<file path="config.mk">
export PLATFORM = sky130hd
export DESIGN_NAME = midpoint_line_rasterizer
export DESIGN_NICKNAME = d
export VERILOG_FILES = /design/src/rtl/mlr_pkg.sv /design/src/rtl/mlr_core.sv /design/src/rtl/midpoint_line_rasterizer.sv
export SDC_FILE = /design/constraint.sdc
export NUM_CORES = 1
export LEC_CHECK = 0
export ABC_AREA = 1
export BUFFER_PORTS_ARGS = -buffer_cell sky130_fd_sc_hd__buf_2
export CAP_MARGIN = 20
export CORE_MARGIN = 4
export CORE_UTILIZATION = 69
export DETAILED_ROUTE_END_ITERATION = 6
export PLACE_DENSITY_LB_ADDON = 0.12
export SETUP_SLACK_MARGIN = 0.2
export SYNTH_ARGS = -nofsm -noshare
export SYNTH_HDL_FRONTEND = slang
export SYNTH_SLANG_ARGS = --single-unit
</file>
<file path="constraint.sdc">
create_clock -name clk_i -period 10.92 [get_ports clk_i]
set_input_delay 1.092 -clock clk_i [delete_from_list [all_inputs] [get_ports clk_i]]
set_output_delay 1.092 -clock clk_i [all_outputs]
set_load 0.02 [all_outputs]
</file>
<file path="src/rtl/mlr_pkg.sv">
// Package for the midpoint line rasterizer: coordinate and decision widths,
// the octant codes, the beat structs of both channels and the line state.
// No dependencies.
`default_nettype none

package mlr_pkg;

  localparam int unsigned CoordBits = 10;
  localparam int unsigned DecBits   = CoordBits + 4;

  localparam logic REQ_LOAD = 1'b0;
  localparam logic REQ_STEP = 1'b1;

  typedef enum logic [1:0] {
    OCT_SHALLOW_RISE = 2'd0,
    OCT_STEEP_RISE   = 2'd1,
    OCT_SHALLOW_FALL = 2'd2,
    OCT_STEEP_FALL   = 2'd3
  } octant_e;

  typedef logic [CoordBits-1:0] coord_t;

  typedef struct packed {
    logic   req_type;
    coord_t x_start;
    coord_t y_start;
    coord_t x_end;
    coord_t y_end;
  } in_beat_t;

  typedef struct packed {
    coord_t pixel_x;
    coord_t pixel_y;
    logic   last_pixel;
  } out_beat_t;

  typedef struct packed {
    coord_t                    cur_x;
    coord_t                    cur_y;
    coord_t                    fin_x;
    coord_t                    fin_y;
    coord_t                    span_x;
    coord_t                    span_y_abs;
    logic signed [DecBits-1:0] decision;
    octant_e                   octant;
    logic                      drawing;
  } line_state_t;

endpackage

`default_nettype wire

</file>
<file path="src/rtl/mlr_core.sv">
// Combinational datapath of the midpoint line rasterizer: line setup on a
// load beat and one decision step on a step beat. Uses mlr_pkg.
`default_nettype none

module mlr_core import mlr_pkg::*; (
  input  line_state_t state_i,
  input  in_beat_t    beat_i,
  output line_state_t state_o,
  output out_beat_t   pixel_o,
  output logic        emit_o
);

  coord_t                  sx, sy, ex, ey;
  logic                    swap;
  logic signed [CoordBits:0] dy;
  coord_t                  dy_abs;
  coord_t                  dx;
  logic                    steep;
  logic signed [DecBits-1:0] dy_ext, dx_ext, a2, x2, dec_nx;
  logic                    pos;
  coord_t                  nx, ny;
  logic                    step_last;

  always_comb begin
    swap = (beat_i.x_start > beat_i.x_end) ||
           ((beat_i.x_start == beat_i.x_end) && (beat_i.y_start > beat_i.y_end));
    sx = swap ? beat_i.x_end   : beat_i.x_start;
    sy = swap ? beat_i.y_end   : beat_i.y_start;
    ex = swap ? beat_i.x_start : beat_i.x_end;
    ey = swap ? beat_i.y_start : beat_i.y_end;
    dx = ex - sx;
    dy = $signed({1'b0, ey}) - $signed({1'b0, sy});
    dy_abs = dy[CoordBits] ? coord_t'(-dy) : dy[CoordBits-1:0];
    steep = dy_abs > dx;
    dy_ext = $signed({{(DecBits-CoordBits-1){dy[CoordBits]}}, dy});
    dx_ext = $signed({{(DecBits-CoordBits){1'b0}}, dx});
  end

  always_comb begin
    a2 = $signed({{(DecBits-CoordBits-1){1'b0}}, state_i.span_y_abs, 1'b0});
    x2 = $signed({{(DecBits-CoordBits-1){1'b0}}, state_i.span_x, 1'b0});
    pos = !state_i.decision[DecBits-1];
    nx = state_i.cur_x;
    ny = state_i.cur_y;
    dec_nx = state_i.decision;
    case (state_i.octant)
      OCT_SHALLOW_RISE: begin
        dec_nx = pos ? state_i.decision + a2 - x2 : state_i.decision + a2;
        ny = pos ? state_i.cur_y + coord_t'(1) : state_i.cur_y;
        nx = state_i.cur_x + coord_t'(1);
      end
      OCT_STEEP_RISE: begin
        dec_nx = pos ? state_i.decision - x2 : state_i.decision + a2 - x2;
        nx = pos ? state_i.cur_x : state_i.cur_x + coord_t'(1);
        ny = state_i.cur_y + coord_t'(1);
      end
      OCT_SHALLOW_FALL: begin
        dec_nx = pos ? state_i.decision - a2 : state_i.decision + x2 - a2;
        ny = pos ? state_i.cur_y : state_i.cur_y - coord_t'(1);
        nx = state_i.cur_x + coord_t'(1);
      end
      OCT_STEEP_FALL: begin
        dec_nx = pos ? state_i.decision + x2 - a2 : state_i.decision + x2;
        nx = pos ? state_i.cur_x + coord_t'(1) : state_i.cur_x;
        ny = state_i.cur_y - coord_t'(1);
      end
      default: begin
        dec_nx = state_i.decision;
      end
    endcase
    step_last = state_i.octant[0] ? (ny == state_i.fin_y) : (nx == state_i.fin_x);
  end

  always_comb begin
    state_o = state_i;
    pixel_o = '0;
    emit_o  = 1'b0;
    if (beat_i.req_type == REQ_LOAD) begin
      state_o.cur_x      = sx;
      state_o.cur_y      = sy;
      state_o.fin_x      = ex;
      state_o.fin_y      = ey;
      state_o.span_x     = dx;
      state_o.span_y_abs = dy_abs;
      if (!dy[CoordBits]) begin
        state_o.octant   = steep ? OCT_STEEP_RISE : OCT_SHALLOW_RISE;
        state_o.decision = steep ? dy_ext - (dx_ext <<< 1) : (dy_ext <<< 1) - dx_ext;
      end else begin
        state_o.octant   = steep ? OCT_STEEP_FALL : OCT_SHALLOW_FALL;
        state_o.decision = steep ? dy_ext + (dx_ext <<< 1) : (dy_ext <<< 1) + dx_ext;
      end
      pixel_o.pixel_x    = sx;
      pixel_o.pixel_y    = sy;
      pixel_o.last_pixel = steep ? (sy == ey) : (sx == ex);
      state_o.drawing    = !pixel_o.last_pixel;
      emit_o             = 1'b1;
    end else if (state_i.drawing) begin
      state_o.cur_x      = nx;
      state_o.cur_y      = ny;
      state_o.decision   = dec_nx;
      state_o.drawing    = !step_last;
      pixel_o.pixel_x    = nx;
      pixel_o.pixel_y    = ny;
      pixel_o.last_pixel = step_last;
      emit_o             = 1'b1;
    end
  end

endmodule

`default_nettype wire

</file>
<file path="src/rtl/midpoint_line_rasterizer.sv">
// Midpoint line rasterizer top level: line state and result registers
// around the mlr_core datapath. Uses mlr_pkg and mlr_core.
//
// Usage: send a load beat (req_type = 0) with two endpoints; it yields the
// first pixel of the line. Each step beat (req_type = 1) yields the next
// pixel; the final pixel carries last_pixel = 1 and the block goes idle.
// A step beat while idle is taken and yields no pixel. A load beat while a
// line is in progress abandons that line.
// Input channel: in_valid_i / in_stall_o / in_data_i. Output channel:
// out_valid_o / out_stall_i / out_data_o.
// Output: a pixel is registered, shown the cycle after its beat is taken.
// Throughput: one beat per cycle unless stalled; each step is a short add
// chain on the decision value, between the state and result registers.
// Stall: a held pixel stays in the result register while out_stall_i is
// high, and the input is stalled only while a held pixel waits.
// Reset: rst_ni clears the line state to zero and idle and empties the
// result register.
`default_nettype none

module midpoint_line_rasterizer import mlr_pkg::*; (
  input  wire logic      clk_i,
  input  wire logic      rst_ni,
  input  wire logic      in_valid_i,
  output logic           in_stall_o,
  input  wire in_beat_t  in_data_i,
  output logic           out_valid_o,
  input  wire logic      out_stall_i,
  output out_beat_t      out_data_o
);

  line_state_t state_q, state_d;
  out_beat_t   pix_d, out_data_q;
  logic        emit_d, out_valid_q;
  logic        in_acc;

  mlr_core u_core (
    .state_i (state_q),
    .beat_i  (in_data_i),
    .state_o (state_d),
    .pixel_o (pix_d),
    .emit_o  (emit_d)
  );

  assign in_stall_o = out_valid_q && out_stall_i;
  assign in_acc     = in_valid_i && !in_stall_o;

  always_ff @(posedge clk_i or negedge rst_ni) begin
    if (!rst_ni) begin
      state_q     <= '0;
      out_valid_q <= 1'b0;
    end else if (in_acc) begin
      state_q     <= state_d;
      out_valid_q <= emit_d;
    end else if (!out_stall_i) begin
      out_valid_q <= 1'b0;
    end
  end

  always_ff @(posedge clk_i) begin
    if (in_acc) begin
      out_data_q <= pix_d;
    end
  end

  assign out_valid_o = out_valid_q;
  assign out_data_o  = out_data_q;

endmodule

`default_nettype wire

</file>
# After elaboration in Yosys (flattened, before gate mapping)
# Index checks and enable logic that the tools add are counted.
# Widths: inputs -> output; s select.
totals:
  out_inout_bits: 23
  elab_cells: 89
  inputBits: 45
  regBits: 99
classes:
  muxes: 35
  bitwise_logic: 1
  order_cmp: 3
  reduce_logical: 11
  n_eq_ne: 10
  n_addsub: 16
ops:
  columns: ["op", "n"]
  rows:
  - ["$mux 14", 8]
  - ["$mux 10", 9]
  - ["$pmux 14 s4", 1]
  - ["$sub 14x12->14", 4]
  - ["$eq 10x10->1", 5]
  - ["$mux 21", 2]
  - ["$mux 20", 2]
  - ["$pmux 10 s4", 1]
  - ["$gt 10x10->1", 3]
  - ["$pmux 10 s3", 1]
  - ["$add 14x12->14", 2]
  - ["$add 10x1->10 const B", 2]
  - ["$mux 16", 1]
  - ["$add 11x12->13", 1]
  - ["$add 12x11->13", 1]
  - ["$sub 11x12->13", 1]
  - ["$sub 12x11->13", 1]
  - ["$sub 10x10->11", 1]
  - ["$mux 1", 10]
  - ["$neg 10->10", 1]
  - ["$sub 10x1->10 const B", 1]
  - ["$sub 10x10->10", 1]
  - ["$eq 2x2->1 const B", 2]
  - ["$ne 2x1->1 const B", 2]
  - ["8 further kinds", 13]

# Depth between registers and ports, before layout
# Gate-level depths: netlist of run 1.
logic_depth:
  word_depth: 11
  ltp_mapped: 43

# Hierarchy
# A second synthesis of run 1 with hierarchy kept.
unflattened:
  cells_unflattened: 2150
  hier_area_um2: 13753.2
modules_own_cells:
  columns: ["module", "seq_area_each_um2", "area_per_inst_um2", "cells_per_inst", "n_inst"]
  rows:
  - ["mlr_core", 0.0, 10024.6, 1789, 1]
  - ["midpoint_line_rasterizer", 2582.5, 3728.6, 361, 1]

# Worst setup path before layout of run 1
# No wires, ideal clock.
synth_path:
  path_type: "input port to flip-flop"
  from: "input in_data_i[17] (netlist name)"
  to: "register state_q[12] (netlist name)"
  path_slack_ps: 5290
  setup_time_ps: 77
  n_path_buf: 3
  path_stages: 36
  t_arrival_ps: 5553
  path_cell_list: "inv_1 > ha_1 > nand2_2 > nor2_2 > nand4_2 > nor2_2 > nand2_2 > nand2_4 > buf_12 > buf_12 > nand2_1 > o21ai_1 > nand2_2 > ha_1 > inv_1 > nand2_1 > xnor2_1 > nand3_2 > nor2_2 > nand3_2 > nor2_2 > nand3_1 > nand2_1 > inv_1 > ha_1 > nand4_1 > nor2_1 > nand2_1 > o21ai_0 > nand2_1 > clkinv_1 > clkbuf_1 > o21ai_0 > o211ai_1 > nand3_1 > a21oi_1"
synth_between:
  elab_chain_cells: 11
synth_lines:
  columns: ["element", "line_no", "rtl"]
  rows:
  - ["start: declaration", "midpoint_line_rasterizer.sv:25", "input wire in_beat_t in_data_i,"]
  - ["parallel branches: the longest is 2 deep, another holds $gt 10x10->1", null, null]
  - ["$logic_or 1x1->1 (*)", "mlr_core.sv:25", "swap = (beat_i.x_start > beat_i.x_end) ||"]
  - ["$mux 10, on equally long branches", "mlr_core.sv:30, mlr_core.sv:28", null]
  - ["$sub 10x10->11 (*)", "mlr_core.sv:32", "dy = $signed({1'b0, ey}) - $signed({1'b0, sy});"]
  - ["$neg 10->10", "mlr_core.sv:33", "dy_abs = dy[CoordBits] ? coord_t'(-dy) : dy[CoordBits-1:0];"]
  - ["$mux 10 (*)", "mlr_core.sv:33", null]
  - ["via u_core.dy_abs[9]", "mlr_core.sv:16", "coord_t dy_abs;"]
  - ["$gt 10x10->1 (*)", "mlr_core.sv:34", "steep = dy_abs > dx;"]
  - ["$mux 14, on equally long branches", "mlr_core.sv:87, mlr_core.sv:90", null]
  - ["$mux 16 (*)", "mlr_core.sv:85", "if (!dy[CoordBits]) begin"]
  - ["$mux 14 (*)", "mlr_core.sv:78", "if (beat_i.req_type == REQ_LOAD) begin"]
  - ["end signal: assignment", "midpoint_line_rasterizer.sv:52", "state_q <= state_d;"]
  - ["end: declaration", "midpoint_line_rasterizer.sv:31", "line_state_t state_q, state_d;"]
# Mark *: on every way through the listed nets, which the timed path passes.
# A chain may end at the register's enable or synchronous reset.

# Worst setup path after layout of run 1
layout_path:
  from: "input in_data_i[17] (netlist name)"
  to: "register state_q[9] (netlist name)"
# Same word-level chain as after synthesis.

==> impl_results.md, run 1 <==
* First-pass GRT wire length at 62,200 um
* RR Startpoint: state_q[18]
* Fin util at 73.9%
* Total iterations of the first detailed-routing run at 7
* Dpl ws at 3730 ps
* Layout area overhead at 5.17%
* Die area at 0.0206 mm^2
* CTS sink count at 98
* Synthesized area at roughly 0.013 mm^2
* Pin count of the biggest net entering global routing at between 70 and 80
* Final clock skew at 19.8 ps
* DR DRC count at 0
* Period utilization at 64.4%
* Rows at 49
* Max-slew violations at 0
* Unrepaired setup endpoints after global routing: false
* Max_slew headroom at 31.7%
* Overall Global Routing Usage at 37.7%
* Fin nets at 2,142
* Clock buffer depth at 2
* CTS tree: done
* PwrDens at ~350 mW/mm^2
* Area of the multi-input gates at a little under 0.009 mm^2
* Most used cell, CP: nand2_1
* R2R Setup Slk at 6420 ps
* Die span in x at 144 um
* Reg2reg end: state_q[13]
* Initial DRC Count at about 1,700
* VDD IR max at 0.311 mV
* Hpwl dp at about 30,000 um
* Routed WL at around 40,000 um
* Outcome: finished, final reports clean
* Hold Crit Start: state_q[0]
* Layout cells sized above 1 at 7.61%
* Die Y at roughly 140 um
* Via-per-instance ratio at 6.24
* Post-Layout Cell Count at between 2,000 and 2,500
* Core area at 0.0180 mm^2
* Critical Path Start: in_data_i[17]
* Fmax at 142 MHz
* Placed instance count at 2,169
* CP Capture Type: register
* Post-CTS Setup Repair Bufs at 0
* Setup WS post-layout at 3890 ps
* Post-synth ARST share at 78.6%
* Clock H-tree levels at 3
* Placer congestion estimate at 1.02
* Register Area at 0.00256 mm^2
* R2r worst-path depth at 24
* Critical path launch point type: primary input
* CP Class: in -> reg
* Hold crit path type: reg -> reg
* Syn Area/Cell at 6.55 um^2
* Via count at 13,646
* Number of fillers in the final layout at 1,526
* Initial core utilization at 70.3%
* Final Hold Vio Count at 0
* Grt total ovfl at 0
* Number of antenna violations at the first check in global routing at 0
* Max Cap Viol at 0
* Root Buffer: clkbuf_16
* Cts bufs inserted at 9
* Distinct cells, synth at 59
* Max incr delay on CP at about 500 ps
* Later-pin clock latency in the skew report at ~360 ps
* Post-layout min period at 7030 ps
* Final setup viols at 0
* #FFs+latches synth at 98
* Routed WL per cell at between 15 and 20 um
* CTS clk-pin slew, worst paths at about 70 ps
* ANT cells at 0
* Post-synthesis sequential area ratio at between 20% and 30%
* Ys Warns at 0
* I/O Buffers at 67
* DRT antenna net count at 0
* Slowest CP cell: nand2_4
* CP endpoint: state_q[9]
* Gates resized, CTS repair at 0
* Syn nets at 2,125
* Hold_buf cts at 0
* IO Count at slightly below 70
* Setup TNS at 0 ps
* EDFF count, synth at 21
* Syn Inst Count at approximately 1,900
* Worst Path Required at 11,190 ps
* Leakage at 0.00674 uW
* Critical path arrival at approximately 7300 ps
* CP max FO at 74
* Primary FF master, synth: dfrtp_1
* Worst slew pin tran at between 1000 and 1500 ps
* Number of global-route vias before repair at around 12,000
## routing by layer
| layer | vias to the layer above | part of all wire (%) | global-route usage (%) |
|---|---|---|---|
| li1 | 6473 | - | - |
| met1 | 6174 | 41 | 52.1 |
| met2 | 853 | 42 | 57.8 |
| met3 | 146 | 12 | 8.32 |
| met4 | 0 | 4.0 | 14.4 |
| met5 | - | 0 | 0 |
## area by class of cell
type,instances,share of cell area [%]
multi-input cells,1504,65.8
clock inverters,7,0.451
flip-flops and latches,98,19.2
clock buffers,9,1.69
inverters,260,7.32
well taps,229,2.15
repair buffers,79,3.36
## cell usage in the layout (no fill, tap or decap), types with 10 or more instances in the layout
cell and count:
nand2_1 459, inv_1 252, o21ai_0 203, a21oi_1 146, ha_1 135, nor2_1 122, nand3_1 96, dfrtp_1 77
xor2_1 71, buf_2 66, o21ai_1 28, o211ai_1 23, nor3_1 22, edfxtp_1 21, a31oi_1 20, o21bai_1 16
nand4_1 16, xnor2_1 14, nand2_2 13, or2_2 12, buf_4 12, o31ai_1 11, fa_1 10
## worst max-delay path: cells and delay by family
family | cells | cell delay, ps
buffers and inverters | 6 | 1110
XOR/XNOR | 1 | 280
adder cells (fa/ha/maj) | 3 | 910
AO/OA/AOI/OAI | 8 | 1210
AND/OR/NAND/NOR | 20 | 2600
## stage by stage
stage,cell area (um^2),total power [uW],hold slack [ps]
6_report,13300,4700,494
2_1_floorplan,12700,3350,442
5_1_grt,13300,5100,529
3_3_place_gp,13000,4130,458
4_1_cts,13300,4570,490
3_5_place_dp,13000,4220,471
## cell usage after synthesis, drive strengths merged, types with 4 or more instances
| library cell | number | area share, % |
|---|---|---|
| a211oi | 5 | 0.30 |
| inv | 256 | 7.6 |
| edfxtp | 21 | 5.0 |
| nand3 | 101 | 4.2 |
| nor3 | 22 | 0.87 |
| o21ai | 235 | 9.4 |
| o21bai | 16 | 0.95 |
| xor2 | 73 | 5.2 |
| nor2 | 129 | 3.9 |
| o2111ai | 7 | 0.48 |
| fa | 10 | 1.6 |
| nand3b | 6 | 0.36 |
| xnor2 | 15 | 1.1 |
| buf | 19 | 1.3 |
| nand2 | 473 | 14 |
| a31oi | 20 | 0.99 |
| o211ai | 24 | 1.5 |
| o31ai | 12 | 0.75 |
| a21o | 4 | 0.24 |
| o22ai | 9 | 0.44 |
| dfrtp | 77 | 15 |
| o21a | 5 | 0.30 |
| nand4 | 17 | 0.89 |
| clkbuf | 54 | 1.6 |
| clkinv | 4 | 0.12 |
| o221ai | 4 | 0.28 |
| a21oi | 149 | 6.0 |
| or2 | 12 | 0.59 |
| ha | 135 | 13 |
| nor4 | 4 | 0.20 |
## sequential cells by signal (all words and copies together) (netlist names)
signal and cells:
state_q 76, out_data_o 21, out_valid_o 1
## worst min path at each step
stage | end | slack (ps) | cells after the start
floorplan | state_q[0] | 440 | 2
global placement | state_q[0] | 460 | 2
detailed placement | state_q[0] | 470 | 2
CTS | state_q[0] | 490 | 2
global route | state_q[39] | 530 | 2
finish | state_q[0] | 490 | 2
## cells by family after synthesis
kind of cell / share of synthesized area (%)
xor gates and xnor gates: 6.26
adders and majority gates: 14.9
buffers and inverters: 10.6
and+or+nand+nor: 25.5
DFF: 20.2
AOI/OAI and AO/OA: 22.6
## where the power goes
part	internal (uW)	switching (uW)
Combinational	1270	2450
Clock	159	161
Sequential	495	170
No activity file was read; power rests on OpenSTA's default activity.
==> run 2: changes to the inputs <==
- CORE_UTILIZATION: 69 -> 58
- clock period: 10.92 -> 6.3 ns (I/O delays scaled with it)
==> run 2 against run 1 <==
Compared with the run above: highest routed layer unchanged; utilization decreased by 10 points; hold slack lost 280 ps; critical endpoint is now state_q[13]; combinational power grew 76%; wire length increased by 3.1%; largest power group unchanged; clock skew shrank 3.9 ps; die area rose by 18%; the run now ends with DRC left; worst setup slack got worse by 3200 ps.
==> impl_results.md, run 2 (same netlist as run 1, synthesis figures left out) <==
* Dpl ws at ~130 ps
* Gates resized, CTS repair at 0
* VDD IR max at 0.259 mV
* Routed WL at 41,100 um
* I/O Buffers at 67
* Hpwl dp at 32,500 um
* Placed instance count at 2,230
* Initial DRC Count at 1,338
* Cell internal pwr at 3380 uW
* CTS tree: done
* Layout area overhead at 6.71%
* Number of antenna violations at the first check in global routing at 0
* Critical path arrival at between 5000 and 6000 ps
* Via-per-instance ratio at 5.91
* Post-Layout Cell Count at 2,247
* Clock network fraction of design power at 6.7%
* Max Cap Viol at 0
* Final clock skew at 15.8 ps
* Gate power share at 79.6%
* Fmax at 177 MHz
* DR DRC count at 4
* Most used cell, CP: nand2_1
* DRT antenna net count at 0
* Overall Global Routing Usage at 33.1%
* Setup WS post-layout at 653 ps
* PwrDens at around 610 mW/mm^2
* Number of global-route vias before repair at 12,206
* Most common cell after layout, fill and taps aside: nand2_1
* IO Count at 68
* Rows at 53
* Max_slew headroom at between 30% and 40%
* Clock buffer depth at 2
* Post-CTS Setup Repair Bufs at 0
* Die span in x at 156 um
* CP Class: in -> reg
* Placer congestion estimate at 1.04
* Post-layout min period at 5650 ps
* ANT cells at 0
* CTS sink count at just under 100
* Max incr delay on CP at ~480 ps
* Worst Path Required at around 6600 ps
* Outcome: finished, violations left
* First-pass GRT wire length at 64,300 um
* Cts bufs inserted at 9
* Final Hold Vio Count at 0
* Register bank with the most flops: state_q
* Violated checks: DRC
* Max reg flops at 76
* Die Y at 156 um
* Sw Pwr at slightly below 5000 uW
* Most frequent cells in the layout: nand2_1 (458), inv_1 (252), o21ai_0 (202), a21oi_1 (146), ha_1 (135)
* Initial core utilization at 59.5%
* Core area at 0.0213 mm^2
* Worst path buffer plus inverter count at 4
* Total iterations of the first detailed-routing run at 7
* Hold crit path type: in -> async
* Final instance area at 0.0135 mm^2
* Grt total ovfl at 0
* Hold_buf cts at 0
* Worst slew pin tran at between 900 and 1000 ps
* Die area at 0.0243 mm^2
* Period utilization at 89.6%
* Delay-heaviest family, CP: compound AO/OA/AOI/OAI gates
* CTS clk-pin slew, worst paths at 80 ps
* Pin count of the biggest net entering global routing at 59
* Setup TNS at 0 ps
* Unrepaired setup endpoints after global routing: true
* Root Buffer: clkbuf_16
* Fin nets at 2,157
* Later-pin clock latency in the skew report at 360 ps
* Final setup viols at 0
* Share of power burned in registers at 13.7%
* Fin util at 63.5%
* Number of fillers in the final layout at 2,053
* Slowest CP cell: o21ai_0
* Layout cells sized above 1 at between 8 and 9%
* Cell area after placement at 0.0132 mm^2
* CP Capture Type: register
* Critical path launch point type: primary input
* Via count at 13,288
* Leakage at 0.00682 uW
* Routed WL per cell at around 18 um
* Sw Ratio at 59.0%
* Max-slew violations at 0
* Clock H-tree levels at 3
* CP max FO at 31
## run 2: final cells by class
cell class | instances | area [um^2] | share of cell area (%)
Timing Repair Buffer | 94 | 561 | 4.14
Clock inverter | 7 | 60.1 | 0.444
Inverter | 260 | 981 | 7.25
Clock buffer | 9 | 225 | 1.67
Multi-Input combinational cell | 1504 | 8790 | 65.0
Tap cell | 275 | 344 | 2.54
Sequential cell | 98 | 2560 | 18.9
## run 2: metrics by stage
| step | hold WS (ps) | power [uW] |
|---|---|---|
| floorplan | 334 | 5800 |
| global placement | 459 | 7410 |
| detailed placement | 468 | 7480 |
| CTS | 242 | 8060 |
| global route | 238 | 9040 |
| finish | 219 | 8230 |
## run 2: layer usage
metal / share of wire [%] / global-route usage [%]
met5: 0 / 0
met4: 2.5 / 9.09
met3: 10 / 6.80
met2: 43 / 50.8
met1: 44 / 47.6
## run 2: worst paths after layout
kind,startpoint,end,slack [ps],cells past startpoint
worst min register to register,state_q[0],state_q[0],480,2
worst max-delay path,in_data_i[9],state_q[13],650,30
min in group clk_i,state_q[0],state_q[0],480,2
max in group asynchronous,rst_ni,state_q[4],5080,2
worst min-delay path,rst_ni,out_valid_o,220,1
worst max register to register,state_q[5],state_q[13],1700,23
## run 2: power by group through the flow
stage          sequential [uW]  combinational (uW)  clock, uW
2_1_floorplan             1050                4750          0
3_3_place_gp              1120                6290          0
3_5_place_dp              1130                6350          0
4_1_cts                   1120                6390        551
5_1_grt                   1150                7310        575
6_report                  1130                6550        548
==> run 3: changes to the inputs <==
- CORE_UTILIZATION: 58 -> 69
- clock period: 6.3 -> 6.59 ns (I/O delays scaled with it)
==> run 3 against run 2 <==
Compared with the run above: the flow now finishes without violations; sequential power shrank 4%; worst setup slack gained 110 ps; largest cell class unchanged; die area shrank 15%; sequential share of layout area is essentially flat.
==> impl_results.md, run 3 (same netlist as run 1, synthesis figures left out) <==
* RR Startpoint: state_q[6]
* Max_slew headroom at about a third
* Root Buffer: clkbuf_16
* Clock buffer depth at 2
* Critical Path Start: in_data_i[4]
* CTS clk-pin slew, worst paths at ~70 ps
* Placer congestion estimate at 1.06
* Routed WL per cell at 18.5 um
* Placed instance count at 2,177
* Leakage at 0.00683 uW
* Later-pin clock latency in the skew report at 350 ps
* First-pass GRT wire length at 64,700 um
* Core area at 0.0180 mm^2
* Max-slew violations at 0
* Grt total ovfl at 0
* Number of antenna violations at the first check in global routing at 0
* CP Class: in -> reg
* CTS sink count at between 90 and 100
* Final clock skew at 9.97 ps
* Final setup viols at 0
* Post-Layout Cell Count at approximately 2,200
* Unrepaired setup endpoints after global routing: false
* Initial DRC Count at 1,569
* Most used cell, CP: nand2_1
* I/O Buffers at between 60 and 70
* VDD IR max at 0.605 mV
* Die area at slightly above 0.02 mm^2
* Post-layout min period at 5820 ps
* Hold crit path type: in -> async
* Overall Global Routing Usage at about two fifths
* Pin count of the biggest net entering global routing at 78
* DR DRC count at 0
* Die span in x at 144 um
* CTS tree: done
* Layout area overhead at 6.50%
* Routed WL at 40,800 um
* Max incr delay on CP at 420 ps
* DRT antenna net count at 0
* Via count at roughly 14,000
* Initial core utilization at 70.3%
* Period utilization at 88.4%
* Design Power at 7920 uW
* Slowest CP cell: ha_1
* Fmax at around 170 MHz
* Most common cell after layout, fill and taps aside: nand2_1
* Min Hold Slack at 131 ps
* CP Capture Type: register
* Most frequent cells in the layout: nand2_1 (458), inv_1 (252), o21ai_0 (203), a21oi_1 (145), ha_1 (133)
* Max Cap Viol at 0
* Layout cells sized above 1 at 8.73%
* Fin util at between 70% and 80%
* Via-per-instance ratio at 6.26
* Fin nets at 2,155
* PwrDens at 587 mW/mm^2
* Register bank with the most flops: state_q
* Die Y at 144 um
* R2r worst-path depth at 23
* Max reg flops at 76
* CP max FO at 21
* Critical path arrival at 6090 ps
* Total iterations of the first detailed-routing run at 6
* Number of global-route vias before repair at 12,701
* Clock H-tree levels at 3
* IO Count at 68
* Critical path launch point type: primary input
* Outcome: finished, final reports clean
* Cts bufs inserted at 9
* Worst Path Required at ~6900 ps
* Rows at 49
* Worst slew pin tran at 973 ps
* Hpwl dp at around 31,000 um
* Final Hold Vio Count at 0
-- run 3: where the power goes --
| group | switching (uW) | internal [uW] |
|---|---|---|
| Combinational | 4170 | 2140 |
| Clock | 255 | 263 |
| Sequential | 275 | 820 |
| Total | 4700 | 3230 |
-- run 3: per-stage QoR --
stage	instance area [um^2]	setup slack [ps]	setup TNS (ps)
4_1_cts	13400	266	0
2_1_floorplan	12700	1390	0
6_report	13500	766	0
3_3_place_gp	13100	175	0
5_1_grt	13500	240	0
3_5_place_dp	13100	-83.5	-83.5
-- run 3: path summary, 6_finish.rpt --
path | to | slack, ps
worst max-delay path | state_q[9] | 770
worst min-delay path | state_q[32] | 130
worst max register to register | state_q[16] | 1810
worst min register to register | state_q[0] | 480
max in group asynchronous | state_q[59] | 5870
min in group clk_i | state_q[0] | 480
-- run 3: what timing repair did --
action / CTS / global route
gates resized for setup: 0 / 13
setup buffers: 0 / 4
hold buffers: 0 / 0
setup endpoints to repair: 0 / 15
-- run 3: worst max-delay path: cells and delay by family --
family | cells | cell delay, ps
buf+inv | 6 | 630
xor+xnor | 1 | 360
fa+ha+maj | 3 | 960
compound gates | 8 | 1070
simple gates | 20 | 2390
-- run 3: final cells by class --
class | count | area, um^2
timing repair buffer | 91 | 542
multi-input combinational | 1505 | 8840
antenna | 1 | 2.50
inverter | 260 | 982
sequential | 98 | 2560
clock buffer | 9 | 225
tap | 229 | 287
fill | 1486 | 4530
clock inverter | 7 | 60.1
-- run 3: layer usage --
layer | track usage (%) | share of wire [%] | vias to the layer above
met5 | 0 | 0 | -
met2 | 60.3 | 44 | 833
met1 | 55.0 | 40 | 6326
met4 | 15.5 | 3.5 | 0
li1 | - | - | 6501
met3 | 7.12 | 12 | 117
